==> src/hdl/icd_pkg.sv <==
// icd_pkg: shared types, constants and the pin word builder for the input
// confirm debouncer
// no dependencies
package icd_pkg;

    // bank sizes and derived input count
    localparam int BANK_LOW_INPUTS  = 8;
    localparam int BANK_HIGH_INPUTS = 8;
    localparam int NUM_SLOTS        = 16;
    localparam int BANK_W           = 8;

    localparam int LOW_EFF   = (BANK_LOW_INPUTS > NUM_SLOTS) ? NUM_SLOTS : BANK_LOW_INPUTS;
    localparam int HIGH_EFF  = (BANK_HIGH_INPUTS > NUM_SLOTS) ? NUM_SLOTS : BANK_HIGH_INPUTS;
    localparam int NUM_INPUTS = (LOW_EFF + HIGH_EFF > NUM_SLOTS) ? NUM_SLOTS
                                                                 : LOW_EFF + HIGH_EFF;

    // register widths and reset values
    localparam int CONFIRM_W = 16;
    localparam int INC_W     = 10;
    localparam int TIMER_W   = 17;
    localparam int APB_AW    = 3;
    localparam int APB_DW    = 32;

    localparam logic [CONFIRM_W-1:0] CONFIRM_TIME_RST = 16'd60;
    localparam logic [INC_W-1:0]     TICK_INC_RST     = 10'd1;

    // register index, taken from paddr[2]
    typedef enum logic {
        REG_CONFIRM_TIME = 1'b0,
        REG_TICK_INC     = 1'b1
    } t_reg_idx;

    typedef struct packed {
        logic [CONFIRM_W-1:0] confirm_time;
        logic [INC_W-1:0]     tick_inc;
    } t_cfg;

    // low bank reversed into the bottom inputs, high bank above it in order;
    // bank bits beyond the 8-bit field read as zero
    function automatic logic [NUM_SLOTS-1:0] build_pins(
        input logic [BANK_W-1:0] lo,
        input logic [BANK_W-1:0] hi
    );
        logic [NUM_SLOTS-1:0] pins;
        pins = '0;
        for (int b = 0; b < LOW_EFF; b++) begin
            if (b < BANK_W) begin
                pins[LOW_EFF-1-b] = lo[b];
            end
        end
        for (int b = 0; b < HIGH_EFF; b++) begin
            if ((b < BANK_W) && (LOW_EFF + b < NUM_SLOTS)) begin
                pins[LOW_EFF+b] = hi[b];
            end
        end
        return pins;
    endfunction

endpackage

==> src/hdl/icd_cfg_regs.sv <==
// icd_cfg_regs: apb register file holding confirm time and tick increment
// depends on icd_pkg
module icd_cfg_regs
    import icd_pkg::*;
(
    input  logic              i_clk,
    input  logic              i_rst_n,
    input  logic              i_psel,
    input  logic              i_penable,
    input  logic              i_pwrite,
    input  logic [APB_AW-1:0] i_paddr,
    input  logic [APB_DW-1:0] i_pwdata,
    output logic [APB_DW-1:0] o_prdata,
    output logic              o_pready,
    output t_cfg              o_cfg
);

    logic [CONFIRM_W-1:0] r_confirm_time;
    logic [INC_W-1:0]     r_tick_inc;
    t_reg_idx             w_idx;
    logic                 w_wr;

    assign w_idx    = t_reg_idx'(i_paddr[2]);
    assign w_wr     = i_psel & i_penable & i_pwrite;
    assign o_pready = 1'b1;

    always_ff @(posedge i_clk) begin
        if (!i_rst_n) begin
            r_confirm_time <= CONFIRM_TIME_RST;
            r_tick_inc     <= TICK_INC_RST;
        end else if (w_wr) begin
            unique case (w_idx)
                REG_CONFIRM_TIME: r_confirm_time <= i_pwdata[CONFIRM_W-1:0];
                REG_TICK_INC:     r_tick_inc     <= i_pwdata[INC_W-1:0];
                default: ;
            endcase
        end
    end

    always_comb begin
        unique case (w_idx)
            REG_CONFIRM_TIME: o_prdata = {{(APB_DW-CONFIRM_W){1'b0}}, r_confirm_time};
            REG_TICK_INC:     o_prdata = {{(APB_DW-INC_W){1'b0}}, r_tick_inc};
            default:          o_prdata = '0;
        endcase
    end

    assign o_cfg.confirm_time = r_confirm_time;
    assign o_cfg.tick_inc     = r_tick_inc;

endmodule

==> src/hdl/icd_lane.sv <==
// icd_lane: tolerance timer, sampled level and confirmed level of one input
// depends on icd_pkg
module icd_lane
    import icd_pkg::*;
(
    input  logic i_clk,
    input  logic i_rst_n,
    input  logic i_en,
    input  logic i_pin,
    input  t_cfg i_cfg,
    output logic o_confirmed
);

    logic [TIMER_W-1:0] r_timer, n_timer, w_timer;
    logic               r_idle, n_idle, w_idle;
    logic               r_samp, n_samp, w_samp;
    logic               r_conf, n_conf;
    logic [TIMER_W-1:0] w_limit;

    assign w_limit = {{(TIMER_W-CONFIRM_W){1'b0}}, i_cfg.confirm_time};

    always_comb begin
        w_idle  = r_idle;
        w_timer = r_timer;
        w_samp  = r_samp;
        // start on a change, else advance a running timer
        if (r_idle) begin
            if (i_pin != r_conf) begin
                w_timer = '0;
                w_idle  = 1'b0;
                w_samp  = i_pin;
            end
        end else if (r_timer < w_limit) begin
            w_timer = r_timer + {{(TIMER_W-INC_W){1'b0}}, i_cfg.tick_inc};
        end
        n_idle  = w_idle;
        n_timer = w_timer;
        n_samp  = w_samp;
        n_conf  = r_conf;
        // confirm or drop once the limit is reached
        if (!w_idle && (w_timer >= w_limit)) begin
            if (w_samp == i_pin) begin
                n_conf = i_pin;
            end
            n_timer = '0;
            n_idle  = 1'b1;
        end
    end

    always_ff @(posedge i_clk) begin
        if (!i_rst_n) begin
            r_timer <= '0;
            r_idle  <= 1'b1;
            r_samp  <= 1'b0;
            r_conf  <= 1'b0;
        end else if (i_en) begin
            r_timer <= n_timer;
            r_idle  <= n_idle;
            r_samp  <= n_samp;
            r_conf  <= n_conf;
        end
    end

    assign o_confirmed = r_conf;

    a_idle_timer_zero: assert property (@(posedge i_clk) disable iff (!i_rst_n)
        r_idle |-> (r_timer == '0))
        else $error("idle lane with running timer");

    a_conf_only_on_tick: assert property (@(posedge i_clk) disable iff (!i_rst_n)
        !i_en |=> $stable(r_conf))
        else $error("confirmed level moved without a tick");

    a_conf_change_idle: assert property (@(posedge i_clk) disable iff (!i_rst_n)
        !$stable(r_conf) |-> r_idle)
        else $error("confirmed level changed while timer still running");

endmodule

==> src/hdl/input_confirm_debouncer.sv <==
// input_confirm_debouncer: an accepted word is held in the input register,
// then its result word in the lane registers on the master side; one word
// per cycle unless the master side stalls, all sixteen lanes in one pass
// i_rst_n is synchronous, active low: confirm time 60, increment 1, all
// timers idle at zero, sampled and confirmed levels zero, no word held
// depends on icd_pkg, icd_cfg_regs, icd_lane
module input_confirm_debouncer
    import icd_pkg::*;
(
    input  logic              i_clk,
    input  logic              i_rst_n,
    // slave side
    input  logic              i_s_axis_tvalid,
    output logic              o_s_axis_tready,
    input  logic [15:0]       i_s_axis_tdata,   // [7:0] raw_bank_low, [15:8] raw_bank_high
    // master side
    output logic              o_m_axis_tvalid,
    input  logic              i_m_axis_tready,
    output logic [15:0]       o_m_axis_tdata,   // [15:0] confirmed_inputs
    // configuration
    input  logic              i_psel,
    input  logic              i_penable,
    input  logic              i_pwrite,
    input  logic [APB_AW-1:0] i_paddr,
    input  logic [APB_DW-1:0] i_pwdata,
    output logic [APB_DW-1:0] o_prdata,
    output logic              o_pready
);

    t_cfg                 w_cfg;
    logic                 r_in_valid;
    logic [BANK_W-1:0]    r_bank_lo;
    logic [BANK_W-1:0]    r_bank_hi;
    logic                 r_out_valid;
    logic                 w_process;
    logic [NUM_SLOTS-1:0] w_pins;
    logic [NUM_SLOTS-1:0] w_confirmed;

    icd_cfg_regs u_cfg (
        .i_clk     (i_clk),
        .i_rst_n   (i_rst_n),
        .i_psel    (i_psel),
        .i_penable (i_penable),
        .i_pwrite  (i_pwrite),
        .i_paddr   (i_paddr),
        .i_pwdata  (i_pwdata),
        .o_prdata  (o_prdata),
        .o_pready  (o_pready),
        .o_cfg     (w_cfg)
    );

    // the held word moves into the lanes when the result slot is free or
    // being emptied in this cycle
    assign w_process       = r_in_valid & (~r_out_valid | i_m_axis_tready);
    assign o_s_axis_tready = ~r_in_valid | w_process;

    // input register
    always_ff @(posedge i_clk) begin
        if (!i_rst_n) begin
            r_in_valid <= 1'b0;
        end else if (o_s_axis_tready) begin
            r_in_valid <= i_s_axis_tvalid;
        end
    end

    always_ff @(posedge i_clk) begin
        if (i_s_axis_tvalid && o_s_axis_tready) begin
            r_bank_lo <= i_s_axis_tdata[7:0];
            r_bank_hi <= i_s_axis_tdata[15:8];
        end
    end

    // pin word: low bank reversed, high bank above it
    assign w_pins = build_pins(r_bank_lo, r_bank_hi);

    // one lane per used input; the confirmed levels are the result register
    for (genvar gi = 0; gi < NUM_SLOTS; gi++) begin : g_lane
        if (gi < NUM_INPUTS) begin : g_used
            icd_lane u_lane (
                .i_clk       (i_clk),
                .i_rst_n     (i_rst_n),
                .i_en        (w_process),
                .i_pin       (w_pins[gi]),
                .i_cfg       (w_cfg),
                .o_confirmed (w_confirmed[gi])
            );
        end else begin : g_unused
            assign w_confirmed[gi] = 1'b0;
        end
    end

    // result valid flag
    always_ff @(posedge i_clk) begin
        if (!i_rst_n) begin
            r_out_valid <= 1'b0;
        end else if (w_process) begin
            r_out_valid <= 1'b1;
        end else if (i_m_axis_tready) begin
            r_out_valid <= 1'b0;
        end
    end

    assign o_m_axis_tvalid = r_out_valid;
    assign o_m_axis_tdata  = w_confirmed;

    a_empty_input_ready: assert property (@(posedge i_clk) disable iff (!i_rst_n)
        !r_in_valid |-> o_s_axis_tready)
        else $error("input stage empty but not ready");

    a_result_held: assert property (@(posedge i_clk) disable iff (!i_rst_n)
        !w_process |=> $stable(w_confirmed))
        else $error("confirmed word changed without a processed word");

    a_process_gives_result: assert property (@(posedge i_clk) disable iff (!i_rst_n)
        w_process |=> o_m_axis_tvalid)
        else $error("processed word produced no result");

endmodule
==> config.mk <==
export PLATFORM = sky130hd
export DESIGN_NAME = input_confirm_debouncer
export DESIGN_NICKNAME = d
export VERILOG_FILES = /design/src/hdl/icd_pkg.sv /design/src/hdl/icd_cfg_regs.sv /design/src/hdl/icd_lane.sv /design/src/hdl/input_confirm_debouncer.sv
export SDC_FILE = /design/constraint.sdc
export NUM_CORES = 2
export LEC_CHECK = 0
export ABC_AREA = 0
export BUFFER_PORTS_ARGS = -buffer_cell sky130_fd_sc_hd__buf_2
export CAP_MARGIN = 10
export CORE_MARGIN = 5
export CORE_UTILIZATION = 25
export DETAILED_ROUTE_END_ITERATION = 8
export SYNTH_ARGS = -nofsm -noshare
export SYNTH_HDL_FRONTEND = slang
export SYNTH_SLANG_ARGS = --single-unit
==> constraint.sdc <==
create_clock -name i_clk -period 6.3 [get_ports i_clk]
set_input_delay 1.575 -clock i_clk [delete_from_list [all_inputs] [get_ports i_clk]]
set_output_delay 1.575 -clock i_clk [all_outputs]
set_load 0.05 [all_outputs]
==> qor.log <==
qor: outcome.result_of_the_run completed
qor: synthesis.synth_seq_area_share 0.207
qor: sta.fin_hold_ws 465 ps
qor: cells_and_area.postLayoutCellArea 40,600 µm²
qor: grt.grt_pass1_vias 32,500
qor: placement.dp_hpwl 86,700 µm
qor: grt.antenna_found_initial 11
qor: cells_and_area.num-nets-final 5,145
qor: routing.drc 0
qor: synthesis.post_synth.cell_area_avg 8.27 µm²
qor: routing.routed_via_density 5.42
qor: grt.grt_first_pass_wirelength 187,000 µm
qor: cells_and_area.layout.cells.most_common_list sky130_fd_sc_hd__ha_1 (656), sky130_fd_sc_hd__nand2_1 (472), sky130_fd_sc_hd__a21oi_1 (338)
qor: cells_and_area.mostFrequentLayoutCell sky130_fd_sc_hd__ha_1
qor: synthesis.synthFlopType sky130_fd_sc_hd__dfxtp_1
qor: power_and_ir_drop.leakage 18.1 nW
qor: power_and_ir_drop.max-vdd-ir-drop 0.173 mV
qor: synthesis.post-synth-top-area-cell sky130_fd_sc_hd__ha_1
qor: grt.grt_start_max_net_pins 109
qor: worst_setup_path.cp.arrival 6340 ps
qor: worst_setup_path.worst_setup_path_start_kind flip-flop
qor: clocking.clk_pin_slew_worst_paths 60 ps
qor: placement.gp_routability_congestion 0.872
qor: min_path.timing.hold.worst.start u_cfg.r_confirm_time[11]
qor: worst_setup_path.cp-end-kind flip-flop
qor: cells_and_area.area_growth_syn_to_layout 12.9%
qor: floorplanning.boundaryPins 109
qor: worst_setup_path.r2r.worst_path.cells 16
qor: clocking.htree_num_levels 2
qor: sta.finalCritPeriodShare 0.916
qor: sta.clock_skew 29.5 ps
qor: synthesis.synth.area.top_cells sky130_fd_sc_hd__ha_1 (23%), sky130_fd_sc_hd__dfxtp_1 (19%), sky130_fd_sc_hd__nand2_1 (4.9%)
qor: cells_and_area.final.fill_count 15,400
qor: routing.drt_first_pass_iters 8
qor: synthesis.syn_inst 4,347
qor: sta.final_tns_setup 0 ps
qor: worst_setup_path.timing.rr.start u_cfg.r_confirm_time[10]
qor: clocking.cts-buffers-inserted 45
qor: sta.postLayoutSetupSlackWorst 527 ps
qor: worst_setup_path.worstReg2RegEnd g_lane[7].g_used.u_lane.r_timer[14]
qor: routing.postRouteWirelength 121,000 µm
qor: synthesis.share_of_the_synthesized_area_in_the_top_cell_type 0.228
qor: synthesis.synth_cell_types 99
qor: grt.grt_use_total 0.152
qor: cells_and_area.finish.utilization 0.283
qor: floorplanning.y_dimension_of_the_die 389 µm
qor: cells_and_area.stdcell_count 6,352
qor: clocking.clockBufferDepth 3
qor: floorplanning.fp-row-count 139
qor: placement.io_buffer_count 73
qor: sta.hold_viol_final 0
qor: min_path.timing.hold.worst_endpoint u_cfg.r_confirm_time[11]
qor: placement.post-place-cells 6,271
qor: min_path.worstHoldPathCells 2
qor: min_path.worst_hold_path_type reg -> reg
qor: run.drv.max_cap_violation_count 0
qor: worst_setup_path.reg2reg_slack 530 ps
qor: floorplanning.die_boundary_width 389 µm
qor: sta.min_period 5770 ps
qor: cells_and_area.antenna-diode-count 0
qor: clocking.cts-resized-gates 0
qor: synthesis.synthArstFlopShare 0
qor: clocking.sinks_on_clock_net 364
qor: routing.total_via_count_after_detailed_routing 34,400
qor: clocking.cts_tree yes
qor: clocking.ctsRootBufferMaster sky130_fd_sc_hd__clkbuf_16
qor: sta.max_slew_margin 0.165
qor: grt.globalRoute.totalOverflow 0
qor: synthesis.synthesis.yosys.warnings 0
qor: placement.dpl-instance-area 39,000 µm²
qor: floorplanning.design.die.area 151,000 µm²
qor: sta.timing_max_transition_violations_final 0
qor: sta.setup_repair_after_global_routing_missed_its_margin false
qor: power_and_ir_drop.cellPowerDensity 151 nW/µm²
qor: worst_setup_path.critical_path_required 6860 ps
qor: clocking.postCtsSetupRepairBufs 0
qor: power_and_ir_drop.p_total 6.11 mW
qor: sta.timing_worst_slew_pin_value 1250 ps
qor: floorplanning.fp.coreArea 143,000 µm²
qor: synthesis.number_of_enable_type_register_cells_in_the_synthesized_netlist 16
qor: synthesis.cell_area_after_synthesis 35,900 µm²
qor: routing.wl_per_cell 19.0 µm
qor: worst_setup_path.critical_path_class reg -> reg
qor: cells_and_area.drive_gt1_frac 0.0865
qor: clocking.clock_insertion_delay_worst_skew 620 ps
qor: sta.achievable-frequency 173 MHz
qor: clocking.cts_hold_buf 0
qor: routing.ant_nets 0
qor: worst_setup_path.crit_path_max_fanout 13
qor: routing.drt_iter0_drc 2,731
qor: floorplanning.start_util 0.251
qor: synthesis.synth-seq-cells 364
qor: sta.setup_viol 0
qor: placement.dpl_worst_slack 596 ps
## worst max-delay path by stage
| stage | from | end | slack (ps) | cells after the start |
|---|---|---|---|---|
| after floorplan | u_cfg.r_confirm_time[10] | g_lane[10].g_used.u_lane.r_timer[10] | 960 | 20 |
| after global placement | u_cfg.r_confirm_time[10] | g_lane[7].g_used.u_lane.r_timer[14] | 550 | 17 |
| after detailed placement | u_cfg.r_confirm_time[10] | g_lane[7].g_used.u_lane.r_timer[14] | 600 | 17 |
| after CTS | u_cfg.r_confirm_time[10] | g_lane[7].g_used.u_lane.r_timer[14] | 580 | 16 |
| after global routing | u_cfg.r_confirm_time[10] | g_lane[7].g_used.u_lane.r_timer[14] | 210 | 18 |
| final | u_cfg.r_confirm_time[10] | g_lane[7].g_used.u_lane.r_timer[14] | 530 | 16 |
## state kept, by name, summed over array words and instances, names as in the netlist
signal,cells
r_bank_lo,8
g_lane.g_used.u_lane.r_timer,272
r_in_valid,1
u_cfg.r_tick_inc,10
g_lane.g_used.u_lane.o_confirmed,16
g_lane.g_used.u_lane.r_idle,16
o_m_axis_tvalid,1
r_bank_hi,8
u_cfg.r_confirm_time,16
g_lane.g_used.u_lane.r_samp,16
## logic make-up after synthesis
group,after synthesis,synth area share
AOI/OAI and AO/OA,1463,0.279
xor gates and xnor gates,123,0.0300
adders and majority gates,672,0.237
buffers and inverters,293,0.0346
DFF,364,0.207
muxes,107,0.0299
other,2,0.000209
and+or+nand+nor,1323,0.181
## Yosys cell counts, types with 100 or more instances
| master | n |
|---|---|
| sky130_fd_sc_hd__ha_1 | 656 |
| sky130_fd_sc_hd__nand2_1 | 472 |
| sky130_fd_sc_hd__dfxtp_1 | 348 |
| sky130_fd_sc_hd__a21oi_1 | 338 |
| sky130_fd_sc_hd__o21ai_0 | 266 |
| sky130_fd_sc_hd__nand3_1 | 183 |
| sky130_fd_sc_hd__a22o_1 | 180 |
| sky130_fd_sc_hd__nor2_1 | 175 |
| sky130_fd_sc_hd__clkbuf_1 | 134 |
| sky130_fd_sc_hd__a21o_1 | 117 |
| sky130_fd_sc_hd__mux2i_1 | 104 |
| sky130_fd_sc_hd__inv_1 | 100 |
## power breakdown
part	internal [mW]	switching, mW	leakage [nW]
sequential	2.36	0.0668	2.97
combinational	0.251	0.581	14.4
clock	1.66	1.19	0.763
total	4.27	1.84	18.1
## worst max-delay path: stages (launching register included)
cell	delay, ps
sky130_fd_sc_hd__dfxtp_1	310
sky130_fd_sc_hd__inv_2	520
sky130_fd_sc_hd__ha_1	350
sky130_fd_sc_hd__and3_1	190
sky130_fd_sc_hd__a221o_1	340
sky130_fd_sc_hd__a2111oi_0	360
sky130_fd_sc_hd__o21ai_1	230
sky130_fd_sc_hd__a21oi_1	170
sky130_fd_sc_hd__o21ai_1	300
sky130_fd_sc_hd__a22o_1	390
sky130_fd_sc_hd__ha_1	210
sky130_fd_sc_hd__a2111o_1	440
sky130_fd_sc_hd__a2111oi_0	450
sky130_fd_sc_hd__nor3b_1	150
sky130_fd_sc_hd__o21ai_0	490
sky130_fd_sc_hd__and3_1	570
sky130_fd_sc_hd__a22o_1	220
## routing by layer
metal	up-vias	GRT usage	share of wire
met5	-	0	0.00051
met4	8	0.0346	0.020
met3	142	0.0250	0.070
met2	971	0.235	0.42
met1	16500	0.222	0.49
li1	16800	-	-
## layout make-up
class	count	area [µm²]	share of cell area
clock buffer	65	1320	0.0326
clock inverter	16	236	0.00583
inverter	100	378	0.00931
multi-input combinational	3705	27300	0.674
sequential	364	7460	0.184
tap	1903	2380	0.0587
timing repair buffer	199	1450	0.0358
(Power assumes the default switching activity.)
